[src/rtl/htd_pkg.sv]
`default_nettype none

package htd_pkg;

    // field widths
    localparam int IDX_W     = 9;
    localparam int SYM_W     = 8;
    localparam int BYTE_W    = 8;
    localparam int LEN_W     = 31;
    localparam int DATA_W    = 32;
    localparam int PADDR_W   = 3;
    localparam int BIT_CNT_W = 4;

    // default code table size
    localparam int NODE_COUNT_DEF = 512;

    // queue between front and back
    localparam int QUEUE_DEPTH = 4;
    localparam int QPTR_W      = 2;
    localparam int QCNT_W      = 3;

    // item opcodes
    localparam logic OP_NODE = 1'b0;
    localparam logic OP_CODE = 1'b1;

    // register index, taken from paddr[2]
    localparam logic REG_SYM_LIMIT = 1'b0;

    // one entry of the code tree
    typedef struct packed {
        logic [IDX_W-1:0] left;
        logic [IDX_W-1:0] right;
        logic             leaf;
        logic [SYM_W-1:0] symbol;
    } htd_node_t;

    // classified item as it travels through the queue
    typedef struct packed {
        logic              is_code;
        logic [IDX_W-1:0]  index;
        htd_node_t         node;
        logic [BYTE_W-1:0] code;
    } htd_item_t;

    // configuration seen by the walker
    typedef struct packed {
        logic             restart;
        logic [LEN_W-1:0] sym_limit;
    } htd_cfg_t;

endpackage

`default_nettype wire

[src/rtl/htd_front.sv]
`default_nettype none

module htd_front (
    input  wire                         clk,
    input  wire                         rst_n,
    input  wire                         item_valid,
    output logic                        item_ready,
    input  wire                         op,
    input  wire  [htd_pkg::IDX_W-1:0]   node_index,
    input  wire  [htd_pkg::IDX_W-1:0]   left_index,
    input  wire  [htd_pkg::IDX_W-1:0]   right_index,
    input  wire                         is_leaf,
    input  wire  [htd_pkg::SYM_W-1:0]   leaf_symbol,
    input  wire  [htd_pkg::BYTE_W-1:0]  code_byte,
    output logic                        q_valid,
    input  wire                         q_ready,
    output htd_pkg::htd_item_t          q_item
);
    import htd_pkg::*;

    htd_item_t          q_mem [QUEUE_DEPTH];
    logic [QPTR_W-1:0]  wr_ptr_reg;
    logic [QPTR_W-1:0]  wr_ptr_next;
    logic [QPTR_W-1:0]  rd_ptr_reg;
    logic [QPTR_W-1:0]  rd_ptr_next;
    logic [QCNT_W-1:0]  count_reg;
    logic [QCNT_W-1:0]  count_next;
    logic               push;
    logic               pop;
    htd_item_t          item_in;

    // classify the incoming item
    always_comb
    begin
        item_in.is_code     = (op == OP_CODE);
        item_in.index       = node_index;
        item_in.node.left   = left_index;
        item_in.node.right  = right_index;
        item_in.node.leaf   = is_leaf;
        item_in.node.symbol = leaf_symbol;
        item_in.code        = code_byte;
    end

    // queue handshake
    assign item_ready = (count_reg != QCNT_W'(QUEUE_DEPTH));
    assign q_valid    = (count_reg != '0);
    assign q_item     = q_mem[rd_ptr_reg];
    assign push       = item_valid && item_ready;
    assign pop        = q_valid && q_ready;

    always_comb
    begin
        wr_ptr_next = wr_ptr_reg;
        rd_ptr_next = rd_ptr_reg;
        count_next  = count_reg;
        if (push)
        begin
            wr_ptr_next = wr_ptr_reg + QPTR_W'(1);
        end
        if (pop)
        begin
            rd_ptr_next = rd_ptr_reg + QPTR_W'(1);
        end
        if (push && !pop)
        begin
            count_next = count_reg + QCNT_W'(1);
        end
        else if (pop && !push)
        begin
            count_next = count_reg - QCNT_W'(1);
        end
    end

    // queue pointers
    always_ff @(posedge clk or negedge rst_n)
    begin
        if (!rst_n)
        begin
            wr_ptr_reg <= '0;
            rd_ptr_reg <= '0;
            count_reg  <= '0;
        end
        else
        begin
            wr_ptr_reg <= wr_ptr_next;
            rd_ptr_reg <= rd_ptr_next;
            count_reg  <= count_next;
        end
    end

    // queue storage
    always_ff @(posedge clk)
    begin
        if (push)
        begin
            q_mem[wr_ptr_reg] <= item_in;
        end
    end

endmodule

`default_nettype wire

[config.mk]
export PLATFORM = sky130hd
export DESIGN_NAME = htd_front
export DESIGN_NICKNAME = d
export VERILOG_FILES = /design/src/rtl/htd_pkg.sv /design/src/rtl/htd_front.sv
export SDC_FILE = /design/constraint.sdc
export NUM_CORES = 1
export LEC_CHECK = 0
export ABC_AREA = 1
export BUFFER_PORTS_ARGS = -buffer_cell sky130_fd_sc_hd__buf_4
export CAP_MARGIN = 5
export CORE_ASPECT_RATIO = 0.8
export CORE_UTILIZATION = 25
export CTS_CLUSTER_SIZE = 25
export DETAILED_ROUTE_END_ITERATION = 8
export GPL_TIMING_DRIVEN = 0
export HOLD_SLACK_MARGIN = 0.08
export SLEW_MARGIN = 15
export SYNTH_ARGS = -nofsm -noshare
export SYNTH_HDL_FRONTEND = slang
export SYNTH_SLANG_ARGS = --single-unit
[constraint.sdc]
create_clock -name clk -period 3.42 [get_ports clk]
set_input_delay 0.684 -clock clk [delete_from_list [all_inputs] [get_ports clk]]
set_output_delay 0.684 -clock clk [all_outputs]
set_load 0.02 [all_outputs]
==> summary.txt, run 1 <==
Timing
  • Fin crit period: 2.796 ns
  • RSZ-0062 raised after global routing: false
  • Max Freq: 357.7 MHz
  • Worst Tran Pin Value: 0.8700 ns
  • Total negative setup slack: 0 ns
  • Final setup viols: 0
  • Final worst setup slack: 0.6242 ns
  • Period utilisation layout: 0.8175
  • Fin. max-slew vios: 0
  • Final hold violations: 0
  • Rel. slew slack: 0.4187
  • Clock skew: 0.01002 ns

GRT
  • Vias in the first global route: 4462
  • Pin count of the biggest net entering global routing: 25
  • GRT overflow: 0
  • Initial antenna violation count: 1
  • Gr usage total: 0.1152
  • First-pass GRT wire length: 25700 um

Clocking
  • CTS Sinks: 187
  • Hold buffers post-CTS: 1
  • Post-CTS Resized: 0
  • CTS tree: yes
  • Worst skew pair latency: 0.44 ns
  • Total CTS buffers: 17
  • H-tree lvl count: 4
  • CTS root buf: clkbuf_16
  • Setup bufs post-CTS: 0
  • Worst-path clk slew: 0.07 ns
  • Longest Clk Path Bufs: 2

Critical path
  • Critical Path RT: 2.74 ns
  • Critical-path maximum fanout: 10
  • Setup crit end kind: output pin
  • Critical path origin: rd_ptr_reg[0]$_DFFE_PN0P_
  • Reg2reg start: count_reg[0]$_DFFE_PN0P_
  • CP Launch Type: flop
  • CP arrival: 2.11 ns
  • Critical path class: reg -> out

Route
  • DRT iter0 DRCs: 252
  • Post-route ant nets: 0
  • Vias per inst: 4.007
  • Via Count: 4504
  • DR DRC count: 0
  • Drt wl/cell: 14.92 um
  • First-pass DRT Iterations: 4
  • Routed WL: 16770 um

Floorplan
  • Die Wd: 196.5 um
  • Die ar.: 30960 sq um
  • Top-Level Pins: 96
  • Core Region: 29500 sq um
  • Initial Util: 0.2564
  • Row count: 56
  • Die Y: 157.6 um

Final layout
  • Final instance area: 9550 sq um
  • Commonest non-fill, non-tap cell in the layout: edfxtp_1
  • Finished Layout Cells: 1124
  • Final #Nets: 760
  • Layout Utilization: 0.3238
  • Commonest non-fill, non-tap cells in the layout: edfxtp_1 (180), nand2_1 (152), inv_1 (103), buf_4 (95), o211ai_1 (90)
  • Share of layout cells above drive strength 1: 0.2159
  • Largest register FFs: 180
  • Filler instances: 2909
  • Number of inserted diodes: 0
  • Area growth syn-to-layout: 26.25%
  • Sequential cell area: 5580 sq um
  • Multi-input logic area: 1429 sq um

Synth
  • Synth Instances: 583
  • Post-synth top area share: 0.7145
  • Mapped Area: 7565 sq um
  • Post-Syn Nets: 638
  • Seq/Total Area, Yosys: 0.7377
  • Yosys reg bits: 187
  • Yosys top cell by area: edfxtp_1
  • Synth unique cells: 17
  • Largest cells by area after synthesis: edfxtp_1 (71%), o211ai_1 (8.9%), nand2_1 (7.5%), inv_1 (5.1%), dfrtp_1 (2.3%)
  • Synth warn: 0
  • Post-Syn Area per Cell: 12.98 sq um

Place
  • DP Wirelength: 11360 um
  • Inst Count DP: 1091
  • DP Worst Slack: 0.9595 ns
  • Placed cell area: 8986 sq um
  • I/O Buffers: 95
  • RePlAce Congestion: 0.7319

Power
  • Power Dens Cells: 891.5 nW/um^2
  • VDD IR max: 399.9 uV
  • LEAKAGE: 3.783 nW

Hold path
  • Hold Crit Start: leaf_symbol[7]
  • Hold Crit Class: in -> reg

Run
  • Max Cap Viol: 0

Run status
  • Status: complete, no violations
## cells in the mapped netlist (all sizes together)
library cell / n
nor2: 4
nand2: 152
nand3: 7
edfxtp: 180
clkbuf: 9
xnor2: 1
dfrtp: 7
o211ai: 90
ha: 5
o21ai: 1
buf: 19
nand4: 1
inv: 106
fa: 1
## cells by family (layout without fill, tap and decap cells)
group           after synthesis  in the layout  synth area share
fa+ha+maj                     6              6           0.01092
xor+xnor                      1              1          0.001158
flops                       187            187            0.7377
buf+inv                     134            269           0.07741
compound gates               91             91           0.08998
simple gates                164            164           0.08286
## final cells by class
class	count	share of cell area
repair buffers	103	0.09354
inverters	106	0.04166
flip-flops and latches	187	0.5843
clock buffers	19	0.04533
multi-input cells	262	0.1496
plain buffers	28	0.01965
clock inverters	13	0.01271
well taps	406	0.05319
## final timing paths
check	endpoint	depth (start not counted)	slack (ns)
max in group asynchronous	count_reg[0]$_DFFE_PN0P_	2	2.70
min	q_mem[2][15]$_DFFE_PP_	1	0.44
max reg2reg	q_mem[1][20]$_DFFE_PP_	5	1.08
max	q_item[23]	6	0.62
min in group asynchronous	count_reg[2]$_DFFE_PN0P_	2	0.60
min reg2reg	count_reg[2]$_DFFE_PN0P_	2	0.51
## per-stage QoR
stage / hold slack (ns) / power (mW)
after detailed placement: 0.5034 / 6.797
final: 0.4417 / 8.514
after floorplan: 0.3884 / 5.241
after global routing: 0.4188 / 9.072
after CTS: 0.4176 / 8.675
after global placement: 0.4752 / 6.660
## where the power goes
part / internal (mW) / total [mW] / switching [mW]
logic: 1.28 / 3.53 / 2.26
clock network: 1.01 / 1.86 / 0.851
registers: 3.01 / 3.12 / 0.110
total: 5.30 / 8.51 / 3.22
## worst max-delay path: stages (launching register included)
cell	delay [ns]
dfrtp_1	0.40
inv_2	0.24
clkbuf_1	0.53
nand2_1	0.10
o211ai_1	0.11
nand2_1	0.11
buf_4	0.17
## layer usage
layer | up-vias | track usage | wire [um] | part of all wire
met1 | 2123 | 0.1401 | 7469 | 0.45
met3 | 23 | 0.03153 | 880 | 0.052
met4 | 2 | 0.04315 | 265 | 0.016
met2 | 93 | 0.1955 | 8139 | 0.49
met5 | - | 0 | 17 | 0.0010
li1 | 2263 | - | - | -
(Power assumes the default switching activity.)
==> inputs of run 2 (changes only) <==
Clock period 3.42 ns to 2.7 ns, I/O delays scaled along.
==> summary.txt, run 2 (same netlist as run 1, synthesis figures left out) <==
Floorplan
  • Die ar.: 30960 sq um (unchanged)
  • Initial Util: 0.2564 (unchanged)
  • Row count: 56 (unchanged)
  • Top-Level Pins: 96 (unchanged)
  • Die Y: 157.6 um (unchanged)
  • Core Region: 29500 sq um (unchanged)
  • Die Wd: 196.5 um (unchanged)

Critical path
  • Crit-path cells: inv_2, buf_1, nand2_1, o211ai_1, nand2_1, buf_4
  • Setup crit end kind: output pin
  • CP arrival: 2.04 ns (-0.07 ns)
  • Slowest cell on the critical path: buf_1
  • Reg2reg path depth: 5 (unchanged)
  • Slack of the worst reg-to-reg path: 0.35 ns (-0.73 ns)
  • Reg2reg start: count_reg[0]$_DFFE_PN0P_
  • Cell mode on critical path: nand2_1
  • CP Launch Type: flop
  • Critical-path maximum fanout: 10 (unchanged)
  • Critical R2R Capture: q_mem[1][20]$_DFFE_PP_
  • Critical path class: reg -> out
  • Critical Path RT: 2.16 ns (-0.58 ns)
  • CP max stage delay: 0.43 ns (-0.10 ns)

GRT
  • Pin count of the biggest net entering global routing: 25 (unchanged)
  • First-pass GRT wire length: 25700 um (unchanged)
  • Vias in the first global route: 4462 (unchanged)
  • GRT overflow: 0 (unchanged)
  • Gr usage total: 0.1152 (unchanged)
  • Initial antenna violation count: 1 (unchanged)

Clocking
  • CTS tree: yes
  • H-tree lvl count: 4 (unchanged)
  • Total CTS buffers: 17 (unchanged)
  • Worst skew pair latency: 0.44 ns (about the same)
  • Worst-path clk slew: 0.07 ns (about the same)
  • Longest Clk Path Bufs: 2 (unchanged)
  • CTS root buf: clkbuf_16
  • CTS Sinks: 187 (unchanged)

Final layout
  • Commonest non-fill, non-tap cell in the layout: edfxtp_1
  • Layout Utilization: 0.3240 (about the same)
  • Number of inserted diodes: 0 (unchanged)
  • Area growth syn-to-layout: 26.35% (about the same)
  • Share of layout cells above drive strength 1: 0.2242 (+0.008357)
  • Commonest non-fill, non-tap cells in the layout: edfxtp_1 (180), nand2_1 (152), inv_1 (103), buf_4 (95), o211ai_1 (90)
  • Finished Layout Cells: 1124 (unchanged)
  • Largest register FFs: 180 (unchanged)
  • Final #Nets: 760 (unchanged)
  • Final instance area: 9558 sq um (about the same)

Power
  • Power Dens Cells: 1129 nW/um^2 (+27%)
  • VDD IR max: 507.1 uV (+27%)
  • Clock network power share: 0.218 (about the same)
  • Total power: 10.80 mW (+27%)
  • Switching power: 4.078 mW (+27%)
  • LEAKAGE: 3.800 nW (+0.45%)
  • Seq pwr share: 0.366 (about the same)
  • Combinational power share: 0.416 (about the same)
  • Internal power: 6.718 mW (+27%)
  • Sw Ratio: 0.3777 (about the same)

Place
  • RePlAce Congestion: 0.7319 (unchanged)
  • Inst Count DP: 1091 (unchanged)
  • Placed cell area: 8986 sq um (unchanged)
  • DP Wirelength: 11360 um (unchanged)
  • I/O Buffers: 95 (unchanged)

Run
  • Max Cap Viol: 0 (unchanged)

Route
  • First-pass DRT Iterations: 4 (unchanged)
  • DRT iter0 DRCs: 254 (+0.79%)
  • Post-route ant nets: 0 (unchanged)
  • Vias per inst: 4.010 (about the same)
  • DR DRC count: 0 (unchanged)
  • Drt wl/cell: 14.91 um (about the same)
  • Routed WL: 16760 um (about the same)
  • Via Count: 4507 (+0.067%)

Timing
  • Period utilisation layout: 0.9545
  • Fin crit period: 2.577 ns
  • RSZ-0062 raised after global routing: true
  • Worst Tran Pin Value: 0.8819 ns (+0.01193 ns)
  • Max Freq: 388.0 MHz
  • Final hold violations: 0 (unchanged)
  • Fin. max-slew vios: 0 (unchanged)
  • Clock skew: 0.01062 ns (+0.0005994 ns)
  • Rel. slew slack: 0.4107 (-0.007969)
  • Final setup viols: 0 (unchanged)

Run status
  • Status: complete, no violations

Hold path
  • Worst Hold Endpoint: q_mem[2][15]$_DFFE_PP_
  • Hold Path Cell Cnt: 1 (unchanged)
  • Hold Crit Class: in -> reg
  • Hold Crit Start: leaf_symbol[7]
==> run 2: cell count changes in the layout (fill, tap and decap cells not counted) <==
cell | before | now
buf_2 | 6 | 7
clkbuf_1 | 11 | 6
buf_1 | 3 | 2
clkbuf_2 | 0 | 5
==> run 2: through the flow <==
step / setup TNS, ns / hold slack, ns / setup WS [ns]
2_1_floorplan: -100.95 / 0.2444 / -0.5608
3_3_place_gp: -375.76 / 0.3617 / -2.170
3_5_place_dp: 0 / 0.3622 / 0.3682
4_1_cts: 0 / 0.2736 / 0.02320
5_1_grt: -0.4143 / 0.2748 / -0.05954
6_report: 0 / 0.2989 / 0.1228
==> run 2: final cells by class <==
type | instances | area, sq um
plain buffers | 28 | 195.2
flip-flops and latches | 187 | 5580
well taps | 406 | 508.0
clock buffers | 19 | 432.9
repair buffers | 103 | 893.4
clock inverters | 13 | 121.4
multi-input cells | 262 | 1429
fillers | 2910 | 19940
inverters | 106 | 397.9
==> run 2: how the worst max path moves through the flow <==
stage | from | end | slack [ns]
final | rd_ptr_reg[0]$_DFFE_PN0P_ | q_item[11] | 0.12
after detailed placement | count_reg[0]$_DFFE_PN0P_ | q_mem[1][12]$_DFFE_PP_ | 0.37
after CTS | rd_ptr_reg[0]$_DFFE_PN0P_ | q_item[16] | 0.02
after floorplan | count_reg[0]$_DFFE_PN0P_ | q_mem[0][0]$_DFFE_PP_ | -0.56
after global routing | rd_ptr_reg[0]$_DFFE_PN0P_ | q_item[0] | -0.06
after global placement | count_reg[0]$_DFFE_PN0P_ | q_mem[0][9]$_DFFE_PP_ | -2.17
==> run 2: critical path, delay by kind of cell, from the launching register on <==
kind / cells / cell delay [ns]
buffers and inverters: 3 / 0.85
DFF: 1 / 0.40
and+or+nand+nor: 2 / 0.24
AOI/OAI and AO/OA: 1 / 0.11
==> run 2: routing by layer <==
layer,vias to the layer above,GRT usage,share of wire
met2,95,0.1955,0.48
met3,23,0.03153,0.052
met4,2,0.04315,0.016
li1,2263,-,-
met1,2124,0.1401,0.45
met5,-,0,0.0010
==> run 2: timing repair <==
item / 4_1_cts / 5_1_grt
hold endpoints to repair: 7 / 0
setup endpoints to repair: 5 / 35
cloned: 0 / 0
gates resized for setup: 2 / 8
hold buffers: 1 / 0
setup buffers: 0 / 0
==> run 2: power by group through the flow <==
stage,logic (mW),clock network (mW),registers [mW]
4_1_cts,4.61,2.43,3.96
5_1_grt,4.96,2.54,4.00
6_report,4.49,2.35,3.95
3_3_place_gp,4.35,0,4.08
3_5_place_dp,4.59,0,4.02
2_1_floorplan,2.61,0,4.03
==> inputs of run 3 (changes only) <==
Settings changed: CORE_MARGIN from default to 2.
==> summary.txt, run 3 (same netlist as run 1, synthesis figures left out) <==
Run status
  • Status: complete, no violations

Timing
  • RSZ-0062 raised after global routing: false
  • Final hold violations: 0 (unchanged)
  • Fin crit period: 2.513 ns (-0.06465 ns)
  • Fin. max-slew vios: 0 (unchanged)
  • Clock skew: 0.009603 ns (-0.001017 ns)
  • Final setup viols: 0 (unchanged)
  • Period utilisation layout: 0.9306 (-0.02395)
  • Rel. slew slack: 0.4567 (+0.04600)
  • Max Freq: 398.0 MHz (+2.6%)
  • Worst Tran Pin Value: 0.8130 ns (-0.06884 ns)
  • WHS: 0.2970 ns (-0.001903 ns)

Place
  • RePlAce Congestion: 0.7107 (-2.9%)
  • DP Wirelength: 11570 um (+1.9%)
  • I/O Buffers: 95 (unchanged)
  • Inst Count DP: 1090 (-0.092%)
  • Placed cell area: 8951 sq um (-0.39%)

Critical path
  • Crit-path cells: inv_2, clkbuf_1, o211ai_1, nand2_1, buf_4
  • CP arrival: 1.97 ns (-0.07 ns)
  • Critical-path maximum fanout: 10 (unchanged)
  • Crit path max-delay family: buffers and inverters
  • Setup crit end kind: output pin
  • Slowest cell on the critical path: clkbuf_1
  • CP max stage delay: 0.46 ns (+0.03 ns)
  • Critical path class: reg -> out
  • Critical Path RT: 2.16 ns (about the same)
  • CP Launch Type: flop
  • CP bufs+invs: 3 (unchanged)

GRT
  • Vias in the first global route: 4722 (+5.8%)
  • Initial antenna violation count: 1 (unchanged)
  • First-pass GRT wire length: 26910 um (+4.7%)
  • GRT overflow: 0 (unchanged)
  • Pin count of the biggest net entering global routing: 25 (unchanged)
  • Gr usage total: 0.1159 (+0.0007181)

Final layout
  • Final instance area: 9600 sq um (+0.45%)
  • Share of layout cells above drive strength 1: 0.2259 (+0.001707)
  • Area growth syn-to-layout: 26.91%
  • Largest register FFs: 180 (unchanged)
  • Finished Layout Cells: 1123 (-0.089%)
  • Commonest non-fill, non-tap cells in the layout: edfxtp_1 (180), nand2_1 (152), inv_1 (103), buf_4 (95), o211ai_1 (90)
  • Commonest non-fill, non-tap cell in the layout: edfxtp_1
  • Final #Nets: 759 (-0.13%)
  • Number of inserted diodes: 0 (unchanged)
  • Layout Utilization: 0.3247 (+0.0006710)

Clocking
  • Worst-path clk slew: 0.07 ns (about the same)
  • Longest Clk Path Bufs: 2 (unchanged)
  • Total CTS buffers: 17 (unchanged)
  • CTS root buf: clkbuf_16
  • CTS Sinks: 187 (unchanged)
  • Worst skew pair latency: 0.44 ns (about the same)
  • H-tree lvl count: 4 (unchanged)
  • CTS tree: yes

Hold path
  • Hold Crit Class: in -> reg

Route
  • Drt wl/cell: 15.72 um (+5.4%)
  • Vias per inst: 4.102 (+2.3%)
  • Routed WL: 17650 um (+5.3%)
  • Via Count: 4607 (+2.2%)
  • DRT iter0 DRCs: 292 (+15%)
  • DR DRC count: 0 (unchanged)
  • First-pass DRT Iterations: 4 (unchanged)
  • Post-route ant nets: 0 (unchanged)

Run
  • Max Cap Viol: 0 (unchanged)

Floorplan
  • Die Wd: 198.5 um (+1.0%)
  • Initial Util: 0.2558 (-0.0006077)
  • Die Y: 159.6 um (+1.3%)
  • Die ar.: 31680 sq um (+2.3%)
  • Row count: 56 (unchanged)
  • Core Region: 29570 sq um (+0.24%)
  • Top-Level Pins: 96 (unchanged)

Power
  • VDD IR max: 532.8 uV (+5.1%)
  • LEAKAGE: 3.826 nW (+0.70%)
  • Power Dens Cells: 1160 nW/um^2 (+2.7%)
-- run 3: where the power goes --
part	switching (mW)	leakage (nW)	internal, mW
Clock	1.05	0.293	1.60
Combinational	2.91	1.80	1.62
Sequential	0.149	1.73	3.82
-- run 3: stage by stage --
stage	total power [mW]	setup TNS, ns	worst slack, ns
6_report	11.14	0	0.1874
5_1_grt	11.81	0	0.001145
4_1_cts	11.31	0	0.004043
3_5_place_dp	8.633	0	0.3903
3_3_place_gp	8.467	-361.17	-2.081
2_1_floorplan	6.639	-100.95	-0.5608
-- run 3: worst paths after layout --
path | startpoint | depth (start not counted) | end | slack, ns
hold / removal | code_byte[6] | 1 | q_mem[3][6]$_DFFE_PP_ | 0.30
setup / recovery | rd_ptr_reg[1]$_DFFE_PN0P_ | 5 | q_item[27] | 0.19
hold reg to reg | count_reg[2]$_DFFE_PN0P_ | 2 | count_reg[2]$_DFFE_PN0P_ | 0.50
setup reg to reg | count_reg[0]$_DFFE_PN0P_ | 5 | q_mem[3][9]$_DFFE_PP_ | 0.44
min in group asynchronous | rst_n | 2 | wr_ptr_reg[0]$_DFFE_PN0P_ | 0.46
max in group asynchronous | rst_n | 2 | rd_ptr_reg[1]$_DFFE_PN0P_ | 2.11
-- run 3: repair_timing --
action	in CTS	in global routing
hold endpoints to repair	7	0
hold buffers	1	0
setup endpoints to repair	0	37
buffers inserted	0	0
gates resized for setup	0	16
-- run 3: area by class of cell --
class | instances | area, sq um
buffer | 28 | 198.9
clock buffer | 21 | 460.4
clock inverter | 11 | 167.7
fill | 2949 | 19970
inverter | 106 | 397.9
multi-input combinational | 262 | 1429
sequential | 187 | 5580
tap | 406 | 508.0
timing repair buffer | 102 | 858.3
-- run 3: routing by layer --
| layer | vias to the layer above | track usage | share of wire |
|---|---|---|---|
| li1 | 2255 | - | - |
| met1 | 2211 | 0.1493 | 0.46 |
| met2 | 117 | 0.1884 | 0.47 |
| met3 | 22 | 0.03453 | 0.057 |
| met4 | 2 | 0.03426 | 0.011 |
| met5 | - | 0 | 0.00062 |
